### src/hw/rtl/skf_pkg.sv
// ============================================================================
// skf_pkg
// Shared types, constants and the control store for the scalar Kalman filter.
// ============================================================================
package skf_pkg;

    localparam int COV_W   = 20;
    localparam int DEN_W   = COV_W + 1;
    localparam int GAIN_W  = 17;
    localparam int MEAS_W  = 16;
    localparam int EST_W   = 32;
    localparam int ERR_W   = EST_W + 1;
    localparam int PROD_W  = GAIN_W + 1 + ERR_W;
    localparam int CPROD_W = GAIN_W + COV_W;
    localparam int FRAC_W  = 16;
    localparam int STEP_W  = 3;
    localparam int CNT_W   = 5;

    localparam logic [CNT_W-1:0]  DIV_STEPS   = CNT_W'(FRAC_W);
    localparam logic [COV_W-1:0]  COV_MAX     = {COV_W{1'b1}};
    localparam logic [COV_W-1:0]  COV_RESET   = COV_W'(66);
    localparam logic [COV_W-1:0]  Q_RESET     = COV_W'(2621);
    localparam logic [COV_W-1:0]  R_RESET     = COV_W'(13107);
    localparam logic [GAIN_W-1:0] GAIN_ONE    = GAIN_W'(65536);

    // Configuration register indexes.
    localparam logic REG_PROCESS_NOISE     = 1'b0;
    localparam logic REG_MEASUREMENT_NOISE = 1'b1;

    // Datapath operations, one per control word.
    typedef enum logic [3:0] {
        OP_LOAD = 4'd0,
        OP_PRED = 4'd1,
        OP_DEN  = 4'd2,
        OP_DIV  = 4'd3,
        OP_GAIN = 4'd4,
        OP_MUL  = 4'd5,
        OP_UPD  = 4'd6,
        OP_OUT  = 4'd7
    } op_t;

    // Jump conditions; when the condition is false the step counter advances.
    typedef enum logic [1:0] {
        COND_NEVER    = 2'd0,
        COND_NO_INPUT = 2'd1,
        COND_MORE     = 2'd2,
        COND_OUT_BUSY = 2'd3
    } cond_t;

    typedef struct packed {
        op_t              op;
        cond_t            cond;
        logic [STEP_W-1:0] target;
    } ucode_t;

    typedef struct packed {
        logic out_busy;
    } dp_status_t;

    localparam logic [STEP_W-1:0] STEP_IDLE = STEP_W'(0);
    localparam logic [STEP_W-1:0] STEP_DIV  = STEP_W'(3);
    localparam logic [STEP_W-1:0] STEP_OUT  = STEP_W'(7);

    // Control store. The last step falls through to the idle step by wrapping.
    function automatic ucode_t ucode_rom(input logic [STEP_W-1:0] step);
        ucode_t w;
        unique case (step)
            3'd0:    w = '{op: OP_LOAD, cond: COND_NO_INPUT, target: STEP_IDLE};
            3'd1:    w = '{op: OP_PRED, cond: COND_NEVER,    target: STEP_IDLE};
            3'd2:    w = '{op: OP_DEN,  cond: COND_NEVER,    target: STEP_IDLE};
            3'd3:    w = '{op: OP_DIV,  cond: COND_MORE,     target: STEP_DIV};
            3'd4:    w = '{op: OP_GAIN, cond: COND_NEVER,    target: STEP_IDLE};
            3'd5:    w = '{op: OP_MUL,  cond: COND_NEVER,    target: STEP_IDLE};
            3'd6:    w = '{op: OP_UPD,  cond: COND_NEVER,    target: STEP_IDLE};
            default: w = '{op: OP_OUT,  cond: COND_OUT_BUSY, target: STEP_OUT};
        endcase
        return w;
    endfunction

endpackage

### src/hw/rtl/skf_sequencer.sv
// ============================================================================
// skf_sequencer
// Step counter, loop counter and jump logic that walk the control store.
// ============================================================================
module skf_sequencer (
    input  logic               aclk,
    input  logic               aresetn,
    input  logic               s_valid,
    input  skf_pkg::dp_status_t status,
    output skf_pkg::op_t       op,
    output logic               s_ready
);
    import skf_pkg::*;

    logic [STEP_W-1:0] step_reg, step_next;
    logic [CNT_W-1:0]  cnt_reg, cnt_next;
    ucode_t            word;
    logic              take_jump;

    assign word    = ucode_rom(step_reg);
    assign op      = word.op;
    assign s_ready = (word.op == OP_LOAD);

    always_comb begin
        unique case (word.cond)
            COND_NEVER:    take_jump = 1'b0;
            COND_NO_INPUT: take_jump = !s_valid;
            COND_MORE:     take_jump = (cnt_reg != CNT_W'(1));
            COND_OUT_BUSY: take_jump = status.out_busy;
            default:       take_jump = 1'b0;
        endcase
    end

    always_comb begin
        step_next = take_jump ? word.target : step_reg + STEP_W'(1);
        cnt_next  = cnt_reg;
        if (word.op == OP_DEN) begin
            cnt_next = DIV_STEPS;
        end else if (word.op == OP_DIV) begin
            cnt_next = cnt_reg - CNT_W'(1);
        end
    end

    always_ff @(posedge aclk) begin
        if (!aresetn) begin
            step_reg <= STEP_IDLE;
            cnt_reg  <= '0;
        end else begin
            step_reg <= step_next;
            cnt_reg  <= cnt_next;
        end
    end

endmodule

### src/hw/rtl/skf_datapath.sv
// ============================================================================
// skf_datapath
// Filter state, noise registers, serial divider, multipliers and output stage.
// ============================================================================
module skf_datapath (
    input  logic                          aclk,
    input  logic                          aresetn,
    input  skf_pkg::op_t                  op,
    output skf_pkg::dp_status_t           status,
    input  logic                          cfg_wr_en,
    input  logic                          cfg_index,
    input  logic [skf_pkg::COV_W-1:0]     cfg_wdata,
    input  logic                          s_valid,
    input  logic signed [skf_pkg::MEAS_W-1:0] s_measurement,
    output logic                          m_valid,
    input  logic                          m_ready,
    output logic signed [skf_pkg::EST_W-1:0]  m_estimate,
    output logic [skf_pkg::GAIN_W-1:0]    m_gain
);
    import skf_pkg::*;

    logic [COV_W-1:0]          q_reg, r_reg, p_reg, pp_reg;
    logic signed [EST_W-1:0]   x_reg;
    logic signed [MEAS_W-1:0]  meas_reg;
    logic [DEN_W-1:0]          den_reg, rem_reg;
    logic [GAIN_W-1:0]         quo_reg, gain_reg;
    logic signed [ERR_W-1:0]   err_reg;
    logic signed [PROD_W-1:0]  prod_reg;
    logic [CPROD_W-1:0]        cprod_reg;
    logic                      m_valid_reg;
    logic signed [EST_W-1:0]   m_estimate_reg;
    logic [GAIN_W-1:0]         m_gain_reg;

    logic [DEN_W-1:0]          pred_sum, den_sum;
    logic [DEN_W:0]            trial;
    logic signed [PROD_W-1:0]  rounded;
    logic signed [EST_W+3:0]   step_amt, new_x;
    logic signed [EST_W-1:0]   x_sat;
    logic                      out_busy;

    assign out_busy        = m_valid_reg && !m_ready;
    assign status.out_busy = out_busy;
    assign m_valid         = m_valid_reg;
    assign m_estimate      = m_estimate_reg;
    assign m_gain          = m_gain_reg;

    assign pred_sum = {1'b0, p_reg} + {1'b0, q_reg};
    assign den_sum  = {1'b0, pp_reg} + {1'b0, r_reg};
    assign trial    = {rem_reg, 1'b0};

    // Round to nearest by adding one half, then an arithmetic shift floors.
    assign rounded  = prod_reg + PROD_W'(32768);
    assign step_amt = (EST_W+4)'(rounded >>> FRAC_W);
    assign new_x    = (EST_W+4)'(x_reg) + step_amt;

    always_comb begin
        if (new_x > (EST_W+4)'(signed'({1'b0, {(EST_W-1){1'b1}}}))) begin
            x_sat = {1'b0, {(EST_W-1){1'b1}}};
        end else if (new_x < -(EST_W+4)'(signed'({2'b01, {(EST_W-1){1'b0}}}))) begin
            x_sat = {1'b1, {(EST_W-1){1'b0}}};
        end else begin
            x_sat = new_x[EST_W-1:0];
        end
    end

    // Control state and noise registers.
    always_ff @(posedge aclk) begin
        if (!aresetn) begin
            q_reg       <= Q_RESET;
            r_reg       <= R_RESET;
            p_reg       <= COV_RESET;
            x_reg       <= '0;
            m_valid_reg <= 1'b0;
        end else begin
            if (cfg_wr_en) begin
                unique case (cfg_index)
                    REG_PROCESS_NOISE:     q_reg <= cfg_wdata;
                    REG_MEASUREMENT_NOISE: r_reg <= cfg_wdata;
                    default: ;
                endcase
            end
            if (op == OP_UPD) begin
                x_reg <= x_sat;
                p_reg <= cprod_reg[COV_W+FRAC_W-1:FRAC_W];
            end
            if (op == OP_OUT && !out_busy) begin
                m_valid_reg <= 1'b1;
            end else if (m_ready) begin
                m_valid_reg <= 1'b0;
            end
        end
    end

    // Working registers of the sequenced datapath.
    always_ff @(posedge aclk) begin
        unique case (op)
            OP_LOAD: begin
                if (s_valid) begin
                    meas_reg <= s_measurement;
                end
            end
            OP_PRED: begin
                pp_reg <= pred_sum[COV_W] ? COV_MAX : pred_sum[COV_W-1:0];
            end
            OP_DEN: begin
                // The integer quotient bit is one only when R is zero.
                den_reg <= den_sum;
                if (r_reg == '0) begin
                    rem_reg <= '0;
                    quo_reg <= GAIN_W'(1);
                end else begin
                    rem_reg <= {1'b0, pp_reg};
                    quo_reg <= '0;
                end
            end
            OP_DIV: begin
                if (trial >= {1'b0, den_reg}) begin
                    rem_reg <= DEN_W'(trial - {1'b0, den_reg});
                    quo_reg <= {quo_reg[GAIN_W-2:0], 1'b1};
                end else begin
                    rem_reg <= trial[DEN_W-1:0];
                    quo_reg <= {quo_reg[GAIN_W-2:0], 1'b0};
                end
            end
            OP_GAIN: begin
                // Both covariances zero: the gain is taken as zero.
                gain_reg <= (den_reg == '0) ? '0 : quo_reg;
                err_reg  <= ERR_W'(signed'({meas_reg, {FRAC_W{1'b0}}})) - ERR_W'(x_reg);
            end
            OP_MUL: begin
                prod_reg  <= PROD_W'(signed'({1'b0, gain_reg})) * PROD_W'(err_reg);
                cprod_reg <= CPROD_W'(GAIN_ONE - gain_reg) * CPROD_W'(pp_reg);
            end
            OP_UPD: ;
            OP_OUT: begin
                if (!out_busy) begin
                    m_estimate_reg <= x_reg;
                    m_gain_reg     <= gain_reg;
                end
            end
            default: ;
        endcase
    end

endmodule

### src/hw/rtl/scalar_kalman_filter.sv
// ============================================================================
// scalar_kalman_filter
// One-dimensional Kalman filter on a signed measurement stream.
// ============================================================================
//  channel | direction | handshake         | payload
//  s_      | in        | s_valid / s_ready | s_measurement (s16 integer)
//  m_      | out       | m_valid / m_ready | m_estimate (s32 Q16.16), m_gain (u17 Q1.16)
//  cfg_    | in        | cfg_wr_en         | cfg_index, cfg_wdata (u20 Q4.16)
//
// Each item walks the control store from the idle step back to it: load, predict,
// denominator, the repeated shift-subtract steps of the serial gain divider, gain, multiply, update and output.
// A result sits in the output register while the next transfer is taken in.
// The sequencer holds on its last step only if the previous result is still
// waiting there. Reset restores the default noise values and filter state.
// ============================================================================
module scalar_kalman_filter (
    input  logic                              aclk,
    input  logic                              aresetn,
    input  logic                              cfg_wr_en,
    input  logic                              cfg_index,
    input  logic [skf_pkg::COV_W-1:0]         cfg_wdata,
    input  logic                              s_valid,
    output logic                              s_ready,
    input  logic signed [skf_pkg::MEAS_W-1:0] s_measurement,
    output logic                              m_valid,
    input  logic                              m_ready,
    output logic signed [skf_pkg::EST_W-1:0]  m_estimate,
    output logic [skf_pkg::GAIN_W-1:0]        m_gain
);
    import skf_pkg::*;

    op_t        op;
    dp_status_t status;

    skf_sequencer u_seq (
        .aclk    (aclk),
        .aresetn (aresetn),
        .s_valid (s_valid),
        .status  (status),
        .op      (op),
        .s_ready (s_ready)
    );

    skf_datapath u_dp (
        .aclk          (aclk),
        .aresetn       (aresetn),
        .op            (op),
        .status        (status),
        .cfg_wr_en     (cfg_wr_en),
        .cfg_index     (cfg_index),
        .cfg_wdata     (cfg_wdata),
        .s_valid       (s_valid),
        .s_measurement (s_measurement),
        .m_valid       (m_valid),
        .m_ready       (m_ready),
        .m_estimate    (m_estimate),
        .m_gain        (m_gain)
    );

endmodule
### config.mk
export PLATFORM = sky130hd
export DESIGN_NAME = scalar_kalman_filter
export DESIGN_NICKNAME = d
export VERILOG_FILES = /design/src/hw/rtl/skf_pkg.sv /design/src/hw/rtl/skf_sequencer.sv /design/src/hw/rtl/skf_datapath.sv /design/src/hw/rtl/scalar_kalman_filter.sv
export SDC_FILE = /design/constraint.sdc
export NUM_CORES = 2
export LEC_CHECK = 0
export BUFFER_PORTS_ARGS = -buffer_cell sky130_fd_sc_hd__buf_4
export CORE_MARGIN = 2
export CORE_UTILIZATION = 32
export DETAILED_ROUTE_END_ITERATION = 8
export GPL_ROUTABILITY_DRIVEN = 0
export MAX_ROUTING_LAYER = met4
export SYNTH_ARGS = -nofsm -noshare
export SYNTH_HDL_FRONTEND = slang
export SYNTH_SLANG_ARGS = --single-unit
### constraint.sdc
create_clock -name aclk -period 14.5 [get_ports aclk]
set_input_delay 0 -clock aclk [delete_from_list [all_inputs] [get_ports aclk]]
set_output_delay 0 -clock aclk [all_outputs]
set_load 0.02 [all_outputs]
# Yosys cells after proc, flatten, opt, wreduce, memory -nomap -nowiden
# Index checks and enable logic that the tools add are counted.
# W data, S select, Z words.
# op_classes
add_sub_neg	9
mul	2
magnitude_cmp	3
n_eq_ne	17
muxes	15
bitwise_logic	3
n_reduce_logical	17
# op_table
op	n
$mux W32	2
$pmux W8 S7	1
$add A51 B17 Y51 const B	1
$mul A18 B33 Y51	1
$add A20 B20 Y21	2
$pmux W21 S2	1
$mul A37 B20 Y36	1
$add A32 B35 Y36	1
$gt A36 B32 Y1 const B	1
$lt A36 B32 Y1 const B	1
$pmux W17 S2	1
$sub A32 B32 Y33	1
$ge A22 B21 Y1	1
$eq A3 B3 Y1 const B	7
$logic_not A21 Y1	1
$mux W21	1
$sub A21 B21 Y21	1
$logic_not A20 Y1	1
$mux W20	1
$sub A17 B17 Y18 const A	1
$eq A3 B2 Y1 const B	4
$mux W5	2
$reduce_and A2 Y1	4
$eq A3 B1 Y1 const B	2
other kinds (16)	26
# word_totals
regBits	382
inputBits	42
out_inout_bits	51
elab_cells	85

# Depth between registers and ports, before layout
# logic_depth
depth_word	5
depth_mapped	37

# Cells and area by module
# Synthesis repeated with hierarchy kept, for this count alone.
# hier_totals
cells_unflattened	5142
hier_area_um2	48425.2
# modules_own_cells
module	instances	cells_each	area_per_inst_um2
skf_datapath	1	5067	47788.3
skf_sequencer	1	75	636.9

# Least setup slack after synthesis
# No wires, ideal clock.
# synth_timing
path_kind	reg2reg
startpoint	register u_dp.gain_reg[0]
endpoint	register u_dp.cprod_reg[29] (data pin)
setup_ns	0.258
t_arrival_ns	8.001
required_ns	14.242
slack_ns	6.241
stages_incl_launch_ff	37
period_less_slack_ns	8.259
path_cell_list	edfxtp_1 -> clkbuf_1 -> inv_1 -> ha_1 -> nand2_1 -> or3_1 -> or2_2 -> nor3_1 -> xnor2_1 -> clkbuf_1 -> and2_1 -> fa_1 -> fa_1 -> inv_1 -> fa_1 -> inv_1 -> fa_1 -> fa_1 -> fa_1 -> inv_1 -> fa_1 -> inv_1 -> ha_1 -> a211o_1 -> a21oi_1 -> o21ai_0 -> a21oi_1 -> o21bai_1 -> nand2_1 -> a211oi_1 -> o311a_1 -> o21a_1 -> o21ai_0 -> nand2b_1 -> a21o_1 -> a21oi_1 -> xnor2_1
# synth_via
elab_chain_cells	2
# synth_lines
item	line	text
start, declared	skf_datapath.sv:26	logic [GAIN_W-1:0] quo_reg, gain_reg;
start signal, assigned	skf_datapath.sv:127	gain_reg <= (den_reg == '0) ? '0 : quo_reg;
$sub A17 B17 Y18	skf_datapath.sv:132	cprod_reg <= CPROD_W'(GAIN_ONE - gain_reg) * CPROD_W'(pp_reg);
$mul A37 B20 Y36	skf_datapath.sv:132	
end signal, assigned	skf_datapath.sv:132	
end, declared	skf_datapath.sv:29	logic [CPROD_W-1:0] cprod_reg;
# No other way between the ends.
# A chain may end at the register's enable or synchronous reset.

# Worst setup path in the final report
# layout_timing
startpoint	register u_dp.gain_reg[0]
endpoint	register u_dp.cprod_reg[35] (data pin)
# Same word-level chain as after synthesis.

==> impl_metrics.env <==
export IMPL_outcome="completed"
export IMPL_drv_cap=0
export IMPL_hold_depth=5
export IMPL_path_class="reg -> reg"
export IMPL_post_route_period_util_pct=64.8
export IMPL_netlist_top_cells_count="1051 x inv_1, 904 x fa_1, 718 x nand2_1"
export IMPL_report_final_hold_viol_count=0
export IMPL_grt_pass1_vias=36500
export IMPL_tritoncts="done"
export IMPL_r2r_slack_ns=5.10
export IMPL_reg2reg_to="u_dp.cprod_reg[35]$_DFFE_PN_"
export IMPL_max_stage_delay_ns=0.51
export IMPL_clk_pin_slew_ns=0.07
export IMPL_synth_most_common_cell="inv_1"
export IMPL_tightest_slew_ns=1.20
export IMPL_endpoint="u_dp.cprod_reg[35]$_DFFE_PN_"
export IMPL_ys_warn_count=0
export IMPL_crit_start="u_dp.gain_reg[0]$_SDFFCE_PN0N_"
export IMPL_post_dp_cell_area_mm2=0.0523
export IMPL_track_usage_pct=16.4
export IMPL_largest_reg_flops=36
export IMPL_dieArea_mm2=0.157
export IMPL_synth_edf_count=250
export IMPL_cp_arrival_ns=9.72
export IMPL_synthFlopType="edfxtp_1"
export IMPL_critPathMaxFanout=54
export IMPL_r2r_start="u_dp.gain_reg[0]$_SDFFCE_PN0N_"
export IMPL_crit_path_frequent_cell="fa_1"
export IMPL_setup_viol=0
export IMPL_nNetsFinal=6464
export IMPL_num_rows=144
export IMPL_wl_per_cell_um=16.7
export IMPL_fin_worst_skew_ns=0.0206
export IMPL_io_pins=93
export IMPL_fin_area_mm2=0.0542
export IMPL_cts_setup_buffers=0
export IMPL_max_freq_ghz=0.106
export IMPL_drt_iter0_markers=1905
export IMPL_worst_r2r_cell_count=37
export IMPL_clockBufferDepth=3
export IMPL_rsz0062_at_grt="false"
export IMPL_fp_coreArea_mm2=0.154
export IMPL_critical_path_endpoint_type="register"
export IMPL_slew_headroom_pct=20.1
export IMPL_synth_top_cell_by_area="fa_1"
export IMPL_yosys_area_top_type_share_pct=36.7
export IMPL_synthesis_area_mm2=0.0493
export IMPL_vias=34300
export IMPL_drt_pass1_iterations=5
export IMPL_start_util_pct=32.1
export IMPL_die_h_um=396
export IMPL_final_min_clock_period_ns=9.40
export IMPL_io_buffers=92
export IMPL_avgSynthCellArea_um2=9.57
export IMPL_yosysUniqueCellTypes=74
export IMPL_grt_max_degree=57
export IMPL_cts_root_buf="clkbuf_16"
export IMPL_post_drt_via_cell_ratio=4.72
export IMPL_grt_pass1_wl_mm=199
export IMPL_drc=0
export IMPL_finalMaxSlewViolations=0
export IMPL_antenna_found_initial=3
export IMPL_antenna_left=0
export IMPL_cts_made_buffers=40
export IMPL_synth_area_leaders="fa_1 37%, edfxtp_1 15%, ha_1 8.2%"
export IMPL_synthArstFlopShare_pct=0
export IMPL_h_tree_depth=2
export IMPL_area_delta_synth_final_pct=9.94
export IMPL_setup_tns_ns=0
export IMPL_syn_nets=6418
export IMPL_grt_ovfl_total=0
export IMPL_drive_gt1_share_pct=4.82
export IMPL_ys_seq_area_share_pct=19.3
export IMPL_crit_slowest_cell="fa_1"
export IMPL_die_width_um=396
export IMPL_dp_hpwl_mm=94.0
export IMPL_cts_sinks=351
export IMPL_wirelength_mm=121
export IMPL_min_path_type="in -> reg"
export IMPL_startpoint_type="register"
export IMPL_clock_latency_ns=0.59
export IMPL_ys_ff_latch=351
export IMPL_cp_required_ns=14.82
export IMPL_syn_inst=5150
layout by cell type (no fill, tap or decap), drive strengths merged, types with 61 or more instances in the layout:
master / synthesis / layout
dfxtp: 101 / 101
inv: 1052 / 1054
buf: 16 / 162
xnor2: 153 / 153
fa: 904 / 904
edfxtp: 250 / 250
and2: 441 / 441
nand2: 718 / 718
a21oi: 145 / 145
nor2: 131 / 131
nor3: 61 / 61
ha: 322 / 322
o21ai: 118 / 118
a21o: 65 / 65
layout make-up:
type,instances,area [um^2]
sequential,351,9530
antenna,4,10.0
clock buffer,57,1140
tap,2044,2560
timing repair buffer,212,1720
fill,15700,99300
clock inverter,16,209
multi-input combinational,3539,35100
inverter,1052,3950
worst max-delay path, delay by kind of cell, from the launching register on:
kind	cells	cell delay (ns)
buffers and inverters	8	1.14
and+or+nand+nor	7	1.41
adders and majority gates	9	3.85
DFF	1	0.36
AOI/OAI and AO/OA	11	2.09
xor gates and xnor gates	2	0.27
how the worst min path moves through the flow:
stage	startpoint	slack, ns	to
after CTS	cfg_wr_en	0.006	u_dp.q_reg[13]$_SDFFE_PN0P_
final	cfg_wr_en	0.05	u_dp.q_reg[12]$_SDFFE_PN0P_
after detailed placement	s_measurement[4]	0.18	u_dp.meas_reg[4]$_DFFE_PP_
after global placement	s_measurement[12]	0.18	u_dp.meas_reg[12]$_DFFE_PP_
after global routing	cfg_wr_en	0.07	u_dp.q_reg[10]$_SDFFE_PN0P_
after floorplan	s_measurement[0]	0.1	u_dp.meas_reg[0]$_DFFE_PP_
through the flow:
step / setup slack, ns / instances / utilization, % / hold WS [ns]
2_1_floorplan: 6.24 / 5150 / - / 0.0989
3_3_place_gp: 5.28 / 7148 / 34.1 / 0.179
3_5_place_dp: 5.13 / 7148 / 34.1 / 0.179
4_1_cts: 5.06 / 7271 / 35.3 / 0.00580
5_1_grt: 4.55 / 7274 / 35.3 / 0.0667
6_report: 5.10 / 7275 / 35.3 / 0.0488
cells by family after synthesis:
| group | Yosys count | share of synthesized area (%) |
|---|---|---|
| and+or+nand+nor | 1598 | 15.8 |
| buffers and inverters | 1260 | 9.64 |
| adders and majority gates | 1226 | 44.9 |
| AOI/OAI and AO/OA | 489 | 6.29 |
| DFF | 351 | 19.3 |
| xor gates and xnor gates | 209 | 3.71 |
| muxes | 17 | 0.348 |
timing repair:
action	4_1_cts	5_1_grt
hold buffers	50	0
gates resized for setup	0	0
hold endpoints to repair	65	0
routing by layer:
| metal | track usage, % | share of wire [%] | vias up |
|---|---|---|---|
| met3 | 2.19 | 5.0 | 158 |
| met5 | - | 0 | - |
| li1 | - | - | 15900 |
| met4 | 3.44 | 2.2 | 0 |
| met2 | 26.6 | 48 | 743 |
| met1 | 21.9 | 45 | 17500 |
Power is left out: the tool's default activity adds up to more than one toggle a clock period on the data nets, which glitch-free logic cannot reach.
